File: src/hdl/ged_pkg.sv
`default_nettype none
package ged_pkg;

  // Packet header fields.
  localparam int PROTO_W = 8;
  localparam int ADDR_W  = 32;
  localparam int PORT_W  = 16;

  // Configuration port.
  localparam int CFG_IDX_W  = 3;
  localparam int CFG_DATA_W = 64;
  localparam int PROB_W     = 14;

  localparam logic [CFG_IDX_W-1:0] CFG_ADDRESS_PAIR   = 3'd0;
  localparam logic [CFG_IDX_W-1:0] CFG_WATCHED_PORT   = 3'd1;
  localparam logic [CFG_IDX_W-1:0] CFG_LOSS_MODE      = 3'd2;
  localparam logic [CFG_IDX_W-1:0] CFG_LOSS_THRESHOLD = 3'd3;
  localparam logic [CFG_IDX_W-1:0] CFG_GOOD_TO_BAD    = 3'd4;
  localparam logic [CFG_IDX_W-1:0] CFG_BAD_TO_GOOD    = 3'd5;
  localparam logic [CFG_IDX_W-1:0] CFG_KEEP_IN_GOOD   = 3'd6;
  localparam logic [CFG_IDX_W-1:0] CFG_KEEP_IN_BAD    = 3'd7;

  localparam logic [PROTO_W-1:0] PROTO_UDP = 8'h11;

  // Generator constants.
  localparam int RNG_W        = 31;
  localparam int SEED_VALUE   = 42;
  localparam int MAX_TRIES    = 5;
  localparam int TRY_W        = (MAX_TRIES > 1) ? $clog2(MAX_TRIES) : 1;
  localparam logic [31:0] LEHMER_MULT = 32'd48271;
  localparam logic [31:0] LEHMER_MOD  = 32'h7fff_ffff;
  localparam logic [31:0] DRAW_RANGE  = 32'd10000;
  localparam logic [31:0] DRAW_LIMIT  = LEHMER_MOD - (LEHMER_MOD % DRAW_RANGE);

  // floor(v / 10000) = (v * DIV_RECIP) >> DIV_SHIFT, exact for all v below 2^31.
  localparam int          DIV_SHIFT = 45;
  localparam logic [31:0] DIV_RECIP = 32'd3518437209;
  localparam int          QUOT_W    = 18;

endpackage
`default_nettype wire

File: src/hdl/ged_ifs.sv
`default_nettype none
interface ged_pkt_if;
  import ged_pkg::*;

  logic               valid;
  logic               ready;
  logic [PROTO_W-1:0] protocol;
  logic [ADDR_W-1:0]  src_addr;
  logic [ADDR_W-1:0]  dst_addr;
  logic [PORT_W-1:0]  src_port;
  logic [PORT_W-1:0]  dst_port;

  modport source (output valid, protocol, src_addr, dst_addr, src_port, dst_port,
                  input ready);
  modport sink (input valid, protocol, src_addr, dst_addr, src_port, dst_port,
                output ready);
endinterface

interface ged_res_if;
  logic valid;
  logic ready;
  logic drop;

  modport source (output valid, drop, input ready);
  modport sink (input valid, drop, output ready);
endinterface
`default_nettype wire

File: src/hdl/gilbert_elliott_packet_dropper.sv
`default_nettype none
// Packet loss emulator for one watched UDP flow.
// The pkt channel carries one packet's header fields per item; the res channel
// returns one item per packet whose drop bit says whether to discard it.
// A packet that is not UDP on the watched port between the configured address
// pair is answered in the cycle after it is taken, with drop low, and the
// generator is left alone.
// A candidate packet needs one or two draws. Each draw runs one to five
// generator steps (MUL, RED) through the single 32 by 32 multiplier, then MQ
// and MR for the remainder by 10000 and CMP for the compare.
// Configuration is written through cfg_we, cfg_index and cfg_data; the user
// must write it only while the block is idle; the block itself does not
// enforce this. Reset (rst, synchronous) loads the register defaults, the
// generator seed and the good channel state.
// A result waits in an output register while the receiver stalls. No new
// packet is taken until that register is emptied, so a stall holds up the
// next packet.
module gilbert_elliott_packet_dropper (
  input  wire logic                           clk,
  input  wire logic                           rst,
  ged_pkt_if.sink                             pkt,
  ged_res_if.source                           res,
  input  wire logic                           cfg_we,
  input  wire logic [ged_pkg::CFG_IDX_W-1:0]  cfg_index,
  input  wire logic [ged_pkg::CFG_DATA_W-1:0] cfg_data
);
  import ged_pkg::*;

  localparam logic [2:0] S_IDLE = 3'd0;
  localparam logic [2:0] S_MUL  = 3'd1;  // rng * 48271
  localparam logic [2:0] S_RED  = 3'd2;  // fold modulo 2^31-1, rejection test
  localparam logic [2:0] S_MQ   = 3'd3;  // rng * reciprocal of 10000
  localparam logic [2:0] S_MR   = 3'd4;  // quotient * 10000
  localparam logic [2:0] S_CMP  = 3'd5;  // remainder against threshold
  localparam logic [2:0] S_DONE = 3'd6;

  // Configuration registers.
  logic [63:0]        address_pair;
  logic [PORT_W-1:0]  watched_port;
  logic               loss_mode;
  logic [PROB_W-1:0]  loss_threshold;
  logic [PROB_W-1:0]  good_to_bad;
  logic [PROB_W-1:0]  bad_to_good;
  logic [PROB_W-1:0]  keep_in_good;
  logic [PROB_W-1:0]  keep_in_bad;

  // Sequencer and datapath state.
  logic [2:0]         state;
  logic [RNG_W-1:0]   rng;
  logic               channel_bad;
  logic [TRY_W-1:0]   tries;
  logic               draw_idx;
  logic               drop_flag;
  logic [63:0]        prod;
  logic               out_valid;
  logic               out_drop;

  logic               in_fire;
  logic               out_free;
  logic               load_out;
  logic               cand;
  logic [31:0]        mul_a;
  logic [31:0]        mul_b;
  logic [RNG_W-1:0]   rng_src;
  logic [31:0]        fold_sum;
  logic [31:0]        fold_val;
  logic [RNG_W-1:0]   remainder;
  logic [PROB_W-1:0]  thr;
  logic               hit;

  function automatic logic [PROB_W-1:0] complement(input logic [PROB_W-1:0] keep);
    logic [PROB_W-1:0] res_val;
    res_val = (32'(keep) >= DRAW_RANGE) ? '0 : PROB_W'(DRAW_RANGE - 32'(keep));
    return res_val;
  endfunction

  assign out_free  = !out_valid || res.ready;
  assign pkt.ready = (state == S_IDLE) && out_free;
  assign in_fire   = pkt.valid && pkt.ready;
  assign res.valid = out_valid;
  assign res.drop  = out_drop;

  // The output register is loaded either by a packet that passes at once or
  // by the end of a candidate's draws.
  assign load_out = ((state == S_IDLE) && in_fire && !cand)
                 || ((state == S_DONE) && out_free);

  // A candidate is UDP on the watched port between the two addresses,
  // either way round.
  assign cand = (pkt.protocol == PROTO_UDP)
             && (pkt.src_port == watched_port || pkt.dst_port == watched_port)
             && ((address_pair[63:32] == pkt.src_addr && address_pair[31:0] == pkt.dst_addr)
              || (address_pair[63:32] == pkt.dst_addr && address_pair[31:0] == pkt.src_addr));

  // A generator at zero is reloaded with the seed when a draw begins.
  assign rng_src = (tries == '0 && rng == '0) ? RNG_W'(SEED_VALUE) : rng;

  // The one shared multiplier, with its product registered.
  always_comb begin
    case (state)
      S_MQ: begin
        mul_a = {1'b0, rng};
        mul_b = DIV_RECIP;
      end
      S_MR: begin
        mul_a = 32'(prod[DIV_SHIFT +: QUOT_W]);
        mul_b = DRAW_RANGE;
      end
      default: begin
        mul_a = {1'b0, rng_src};
        mul_b = LEHMER_MULT;
      end
    endcase
  end

  always_ff @(posedge clk) begin
    prod <= 64'(mul_a) * 64'(mul_b);
  end

  // Mersenne fold: high bits added back to the low 31, one subtract at most.
  assign fold_sum  = {1'b0, prod[30:0]} + 32'(prod[46:31]);
  assign fold_val  = (fold_sum >= LEHMER_MOD) ? fold_sum - LEHMER_MOD : fold_sum;
  assign remainder = rng - prod[RNG_W-1:0];

  always_comb begin
    if (!loss_mode) begin
      thr = loss_threshold;
    end else if (!draw_idx) begin
      thr = channel_bad ? complement(keep_in_bad) : complement(keep_in_good);
    end else begin
      thr = channel_bad ? bad_to_good : good_to_bad;
    end
  end

  assign hit = remainder[PROB_W-1:0] < thr;

  always_ff @(posedge clk) begin
    if (rst) begin
      address_pair   <= '0;
      watched_port   <= '0;
      loss_mode      <= 1'b0;
      loss_threshold <= '0;
      good_to_bad    <= '0;
      bad_to_good    <= PROB_W'(DRAW_RANGE);
      keep_in_good   <= PROB_W'(DRAW_RANGE);
      keep_in_bad    <= PROB_W'(DRAW_RANGE);
    end else if (cfg_we) begin
      case (cfg_index)
        CFG_ADDRESS_PAIR:   address_pair   <= cfg_data;
        CFG_WATCHED_PORT:   watched_port   <= cfg_data[PORT_W-1:0];
        CFG_LOSS_MODE:      loss_mode      <= cfg_data[0];
        CFG_LOSS_THRESHOLD: loss_threshold <= cfg_data[PROB_W-1:0];
        CFG_GOOD_TO_BAD:    good_to_bad    <= cfg_data[PROB_W-1:0];
        CFG_BAD_TO_GOOD:    bad_to_good    <= cfg_data[PROB_W-1:0];
        CFG_KEEP_IN_GOOD:   keep_in_good   <= cfg_data[PROB_W-1:0];
        CFG_KEEP_IN_BAD:    keep_in_bad    <= cfg_data[PROB_W-1:0];
        default: ;
      endcase
    end
  end

  // Sequencer: a draw is one or more MUL/RED pairs, then MQ, MR and CMP.
  always_ff @(posedge clk) begin
    if (rst) begin
      state       <= S_IDLE;
      rng         <= RNG_W'(SEED_VALUE);
      channel_bad <= 1'b0;
      tries       <= '0;
      draw_idx    <= 1'b0;
      drop_flag   <= 1'b0;
      out_valid   <= 1'b0;
      out_drop    <= 1'b0;
    end else begin
      if (out_valid && res.ready && !load_out) begin
        out_valid <= 1'b0;
      end
      case (state)
        S_IDLE: begin
          if (in_fire) begin
            if (cand) begin
              state    <= S_MUL;
              tries    <= '0;
              draw_idx <= 1'b0;
            end else begin
              out_valid <= 1'b1;
              out_drop  <= 1'b0;
            end
          end
        end
        S_MUL: begin
          state <= S_RED;
        end
        S_RED: begin
          rng <= fold_val[RNG_W-1:0];
          if (fold_val < DRAW_LIMIT || tries == TRY_W'(MAX_TRIES - 1)) begin
            state <= S_MQ;
          end else begin
            tries <= tries + 1'b1;
            state <= S_MUL;
          end
        end
        S_MQ: begin
          state <= S_MR;
        end
        S_MR: begin
          state <= S_CMP;
        end
        S_CMP: begin
          tries <= '0;
          if (!draw_idx) begin
            drop_flag <= hit;
            if (loss_mode) begin
              draw_idx <= 1'b1;
              state    <= S_MUL;
            end else begin
              state <= S_DONE;
            end
          end else begin
            if (hit) begin
              channel_bad <= !channel_bad;
            end
            state <= S_DONE;
          end
        end
        S_DONE: begin
          if (out_free) begin
            out_valid <= 1'b1;
            out_drop  <= drop_flag;
            state     <= S_IDLE;
          end
        end
        default: begin
          state <= S_IDLE;
        end
      endcase
    end
  end

  // A packet that is not a candidate is answered without any draw and passes.
  a_pass_now: assert property (@(posedge clk) disable iff (rst)
    in_fire && !cand |=> out_valid && !out_drop)
    else $error("non-candidate packet not passed in the next cycle");

  // The channel state moves only at the compare of a second draw.
  a_chan_hold: assert property (@(posedge clk) disable iff (rst)
    !(state == S_CMP && draw_idx) |=> $stable(channel_bad))
    else $error("channel state changed outside a transition draw");

  // The try counter never passes the last permitted try.
  a_try_bound: assert property (@(posedge clk) disable iff (rst)
    tries <= TRY_W'(MAX_TRIES - 1))
    else $error("generator try count out of range");

endmodule
`default_nettype wire
File: src/flat_wrapper.sv
// flat-port wrapper written by rule: the top's interface ports become plain ports
module gilbert_elliott_packet_dropper_flat import ged_pkg::*;
  (clk, rst, cfg_we, cfg_index, cfg_data, pkt_valid, pkt_protocol, pkt_src_addr, pkt_dst_addr, pkt_src_port, pkt_dst_port, pkt_ready, res_valid, res_drop, res_ready);
  ged_pkt_if pkt_i ();
  ged_res_if res_i ();
  input  wire logic clk;
  input  wire logic rst;
  input  wire logic cfg_we;
  input  wire logic [ged_pkg::CFG_IDX_W-1:0] cfg_index;
  input  wire logic [ged_pkg::CFG_DATA_W-1:0] cfg_data;
  input wire logic [$bits(pkt_i.valid)-1:0] pkt_valid;
  input wire logic [$bits(pkt_i.protocol)-1:0] pkt_protocol;
  input wire logic [$bits(pkt_i.src_addr)-1:0] pkt_src_addr;
  input wire logic [$bits(pkt_i.dst_addr)-1:0] pkt_dst_addr;
  input wire logic [$bits(pkt_i.src_port)-1:0] pkt_src_port;
  input wire logic [$bits(pkt_i.dst_port)-1:0] pkt_dst_port;
  output wire logic [$bits(pkt_i.ready)-1:0] pkt_ready;
  output wire logic [$bits(res_i.valid)-1:0] res_valid;
  output wire logic [$bits(res_i.drop)-1:0] res_drop;
  input wire logic [$bits(res_i.ready)-1:0] res_ready;
  assign pkt_i.valid = pkt_valid;
  assign pkt_i.protocol = pkt_protocol;
  assign pkt_i.src_addr = pkt_src_addr;
  assign pkt_i.dst_addr = pkt_dst_addr;
  assign pkt_i.src_port = pkt_src_port;
  assign pkt_i.dst_port = pkt_dst_port;
  assign pkt_ready = pkt_i.ready;
  assign res_valid = res_i.valid;
  assign res_drop = res_i.drop;
  assign res_i.ready = res_ready;
  gilbert_elliott_packet_dropper u_core (.clk(clk), .rst(rst), .pkt(pkt_i), .res(res_i), .cfg_we(cfg_we), .cfg_index(cfg_index), .cfg_data(cfg_data));
endmodule
File: config.mk
export PLATFORM = sky130hd
export DESIGN_NAME = gilbert_elliott_packet_dropper_flat
export DESIGN_NICKNAME = d
export VERILOG_FILES = /design/src/hdl/ged_pkg.sv /design/src/hdl/ged_ifs.sv /design/src/hdl/gilbert_elliott_packet_dropper.sv /design/src/flat_wrapper.sv
export SDC_FILE = /design/constraint.sdc
export NUM_CORES = 2
export LEC_CHECK = 0
export ABC_AREA = 1
export ABC_CLOCK_PERIOD_IN_PS = 9500
export BUFFER_PORTS_ARGS = -buffer_cell sky130_fd_sc_hd__buf_2
export CORE_ASPECT_RATIO = 1.75
export CORE_MARGIN = 4
export CORE_UTILIZATION = 60
export DETAILED_ROUTE_END_ITERATION = 12
export PLACE_DENSITY = 0.77
export REMOVE_ABC_BUFFERS = 1
export SYNTH_ARGS = -nofsm -noshare
export SYNTH_HDL_FRONTEND = slang
export SYNTH_SLANG_ARGS = --single-unit
File: constraint.sdc
create_clock -name clk -period 9.5 [get_ports clk]
set_clock_uncertainty 0.2 [all_clocks]
set_input_delay 0.475 -clock clk [delete_from_list [all_inputs] [get_ports clk]]
set_output_delay 0.475 -clock clk [all_outputs]
set_load 0.03 [all_outputs]
==> tab_implementation.tex <==
\begin{tabular}{lr}
\hline
Metric & Value \\
\hline
\multicolumn{2}{l}{\textbf{Status}} \\
Outcome & finished, final reports clean \\
\multicolumn{2}{l}{\textbf{Final layout}} \\
Number of antenna repair diodes & 0 \\
Fraction of layout instances using a drive strength above 1 & 7.02\% \\
Syn-to-layout area delta & 8.69\% \\
Final Net Count & 6,171 \\
Post-route cell area & 41,700 µm² \\
Area of the multi-input gates & 28,400 µm² \\
Fill count & between 5,000 and 6,000 \\
Sequential standard cell area & 5130 µm² \\
\multicolumn{2}{l}{\textbf{Floorplanning}} \\
Vert. Die Dim & 343 µm \\
Die Wd & 199 µm \\
DIE AREA & approximately 70,000 µm² \\
Core area & 63,300 µm² \\
Std-Cell Rows & 122 \\
Effective utilization at floorplan & 60.6\% \\
Number of top-level design ports & 179 \\
\multicolumn{2}{l}{\textbf{Detailed routing}} \\
Final WL & 135,000 µm \\
DRC errors left & 0 \\
Final routed wire length divided by cell count & 23.4 µm \\
Number of vias in the routed layout & 32,400 \\
Drt via density & around 5.6 \\
Number of antenna-violating nets in the routed design & 0 \\
DR iter-0 viols & 1,701 \\
Iteration count of the initial detailed-routing pass & 8 \\
\multicolumn{2}{l}{\textbf{Timing}} \\
Fmax & between 100 and 150 MHz \\
Final critical-path share of the clock period & between 90\% and 100\% \\
Slew headroom & 35.2\% \\
Final worst path period need & 9.04 ns \\
Total setup violations reported at the end of the flow & 0 \\
Number of slew-limit violations in the final report & 0 \\
Worst hold slack & 0.0257 ns \\
Final Hold Viols & 0 \\
Slew at the pin closest to its max-slew limit & 0.969 ns \\
\multicolumn{2}{l}{\textbf{Global routing}} \\
Grt total ovfl & 0 \\
Number of antenna violations at the first check in global routing & 3 \\
Vias in the first global route & 35,100 \\
Global-route wire length before repair & 201,000 µm \\
GR Util All Layers & 39.9\% \\
Pin count of the biggest net entering global routing & between 90 and 100 \\
\multicolumn{2}{l}{\textbf{Critical path}} \\
CP max stage delay & about 0.59 ns \\
Startpoint type of the worst setup path & flop \\
Critical setup path kind & flop to flop \\
CP Data Required Time & 9.76 ns \\
Data arrival at the endpoint of the critical path & 9.30 ns \\
CP max stage cell & sky130\_fd\_sc\_hd\_\_fa\_1 \\
Kind of end point of the critical path & flop \\
Max Fanout on Critical Path & 11 \\
\multicolumn{2}{l}{\textbf{Yosys}} \\
Number of enable-type register cells in the synthesized netlist & 0 \\
Predominant post-synthesis flop cell & sky130\_fd\_sc\_hd\_\_dfxtp\_1 \\
Compound-cell area share of the yosys netlist & between 8 and 9\% \\
Average cell area after synthesis & just over 8 µm² \\
Count of cell types in the netlist & 55 \\
Sequential element share of the synthesized area & 13.4\% \\
Seq cells post-synth & roughly 260 \\
Netlist area before placement & around 38,000 µm² \\
XOR/XNOR share of the synthesized area & 5.48\% \\
Main combinational cell family by area after synthesis & adder cells \\
Share of cell area taken by muxes after synthesis & 0\% \\
Post-synthesis adder-cell area fraction & 45.7\% \\
Yosys warning total & 0 \\
Post-synthesis async set-or-reset flop share & 0\% \\
Post-synthesis cell count & 4,723 \\
Synth Area in Simple Gates & 14.6\% \\
\multicolumn{2}{l}{\textbf{Pwr}} \\
Worst-case vdd ir drop & $\sim$0.00010 V \\
Leakage power & 23.4 nW \\
Total power divided by cell area & roughly 57 nW/µm² \\
\multicolumn{2}{l}{\textbf{Min path}} \\
Worst hold path class & primary input to flop \\
\multicolumn{2}{l}{\textbf{Clock tree}} \\
Root buffer selected by CTS & sky130\_fd\_sc\_hd\_\_clkbuf\_16 \\
Number of sinks on the clock net & about 260 \\
Clk pin slew, worst setup/hold paths & $\sim$0.07 ns \\
H-tree level count & 1 \\
CTS tree & built \\
TritonCTS buffer count & 24 \\
Number of buffers between clock root and the deepest sink & 3 \\
Number of buffers added for setup after CTS & 0 \\
Clock insertion delay at the later pin of the skew report & 0.57 ns \\
\multicolumn{2}{l}{\textbf{Place}} \\
Detailed placement HPWL & approximately 120,000 µm \\
Instance area at placement & just over 40,000 µm² \\
Port Buf Inserts & 178 \\
Final Wtd Congestion & 1.08 \\
\multicolumn{2}{l}{\textbf{Job}} \\
Number of max-capacitance violations reported & 0 \\
\hline
\end{tabular}
==> cells in the final DEF (no fill, tap or decap), types with 5 or more instances in the layout <==
cell and count:
sky130_fd_sc_hd__dlygate4sd3_1 40, sky130_fd_sc_hd__dfxtp_1 255, sky130_fd_sc_hd__a31oi_1 30, sky130_fd_sc_hd__a21boi_0 5, sky130_fd_sc_hd__or2_2 16, sky130_fd_sc_hd__o211ai_1 18
sky130_fd_sc_hd__xnor2_1 87, sky130_fd_sc_hd__xor2_1 153, sky130_fd_sc_hd__o2111ai_1 5, sky130_fd_sc_hd__nor4_1 28, sky130_fd_sc_hd__a21oi_1 196, sky130_fd_sc_hd__nand2_2 12
sky130_fd_sc_hd__nor2_2 10, sky130_fd_sc_hd__fa_1 601, sky130_fd_sc_hd__nand4_1 47, sky130_fd_sc_hd__nor3_1 32, sky130_fd_sc_hd__nand3b_1 10, sky130_fd_sc_hd__inv_1 1195
sky130_fd_sc_hd__clkbuf_16 24, sky130_fd_sc_hd__ha_1 439, sky130_fd_sc_hd__a21o_1 7, sky130_fd_sc_hd__nor2_1 533, sky130_fd_sc_hd__buf_4 71, sky130_fd_sc_hd__o22ai_1 18
sky130_fd_sc_hd__o31ai_1 5, sky130_fd_sc_hd__o221ai_1 9, sky130_fd_sc_hd__o21bai_1 5, sky130_fd_sc_hd__nand3_1 114, sky130_fd_sc_hd__nand2_1 510, sky130_fd_sc_hd__buf_2 178
sky130_fd_sc_hd__a211oi_1 9, sky130_fd_sc_hd__o21ai_0 231, sky130_fd_sc_hd__a221oi_1 15
==> power by group <==
part	leakage, nW	switching [mW]	internal [mW]	total, mW
clock network	0.384	0.463	0.531	0.994
registers	2.07	0.0216	1.10	1.12
logic	20.9	0.147	0.104	0.251
total	23.4	0.631	1.73	2.36
==> cells by family after synthesis <==
family / count (synthesis)
XOR/XNOR: 240
flip-flops: 256
AO/OA/AOI/OAI: 569
AND/OR/NAND/NOR: 1331
adder cells (fa/ha/maj): 1040
buffers and inverters: 1287
==> critical path: cells and delay by family, from the launching register on <==
family,cells,cell delay (ns)
adder cells (fa/ha/maj),9,4.46
AND/OR/NAND/NOR,13,1.90
buffers and inverters,10,1.06
AO/OA/AOI/OAI,5,0.76
flip-flops,1,0.39
XOR/XNOR,1,0.14
==> metal layers <==
| metal | GRT usage (%) | share of wire (%) | wire (µm) |
|---|---|---|---|
| met5 | 0 | 0.031 | 42 |
| met4 | 42.7 | 14 | 19600 |
| met3 | 4.58 | 4.5 | 6030 |
| met2 | 72.4 | 51 | 69500 |
| met1 | 35.6 | 30 | 40200 |
==> sequential cells by signal (all words and copies together), names as in the netlist <==
signal                 count
u_core.keep_in_good       14
u_core.loss_threshold     14
u_core.res.drop            1
u_core.good_to_bad        14
u_core.bad_to_good        14
u_core.tries               3
u_core.prod               63
u_core.loss_mode           1
u_core.draw_idx            1
u_core.res.valid           1
u_core.watched_port       16
u_core.channel_bad         1
u_core.keep_in_bad        14
u_core.address_pair       64
u_core.rng                31
u_core.drop_flag           1
u_core.state               3
==> cells in the mapped netlist, types with 47 or more instances <==
cell                       number  area (µm²)
sky130_fd_sc_hd__nor2_1       538        2020
sky130_fd_sc_hd__dfxtp_1      256        5120
sky130_fd_sc_hd__nand4_1       47         294
sky130_fd_sc_hd__nand2_1      511        1920
sky130_fd_sc_hd__fa_1         601       12000
sky130_fd_sc_hd__a21oi_1      197         986
sky130_fd_sc_hd__xnor2_1       87         762
sky130_fd_sc_hd__ha_1         439        5490
sky130_fd_sc_hd__clkbuf_1      76         285
sky130_fd_sc_hd__xor2_1       153        1340
sky130_fd_sc_hd__inv_1       1196        4490
sky130_fd_sc_hd__o21ai_0      233        1170
sky130_fd_sc_hd__nand3_1      114         571
==> layout make-up <==
class	count	area share, %
Clock inverter	12	0.294
Multi-Input combinational cell	3180	68.2
Timing Repair Buffer	289	4.37
Tap cell	806	2.42
Sequential cell	256	12.3
Clock buffer	30	1.59
Inverter	1204	10.8
==> worst paths after layout <==
check,from,end,slack (ns),depth (start not counted)
max,u_core.state[0],u_core.prod[57],0.46,38
min,cfg_data[61],u_core.address_pair[61],0.03,3
max reg2reg,u_core.state[0],u_core.prod[57],0.46,38
min reg2reg,u_core.bad_to_good[13],u_core.bad_to_good[13],0.26,2
==> stage by stage <==
stage	power, mW	setup WS (ns)	setup TNS (ns)	std cells	utilization, %
CTS	2.36	0.325	0	5777	65.8
detailed placement	1.37	0.308	0	5695	63.9
floorplan	1.26	-0.402	-2.40	4640	-
global placement	1.37	0.474	0	5695	63.9
global route	2.42	-0.00693	-0.00693	5777	65.8
finish	2.36	0.457	0	5777	65.8
==> repair_timing <==
item                                    CTS  global route
hold buffers                             40             0
gates resized for setup                   0            11
endpoints found under the setup margin    0             6
hold endpoints to repair                 41             0
Power figures use the tool's default switching activity.
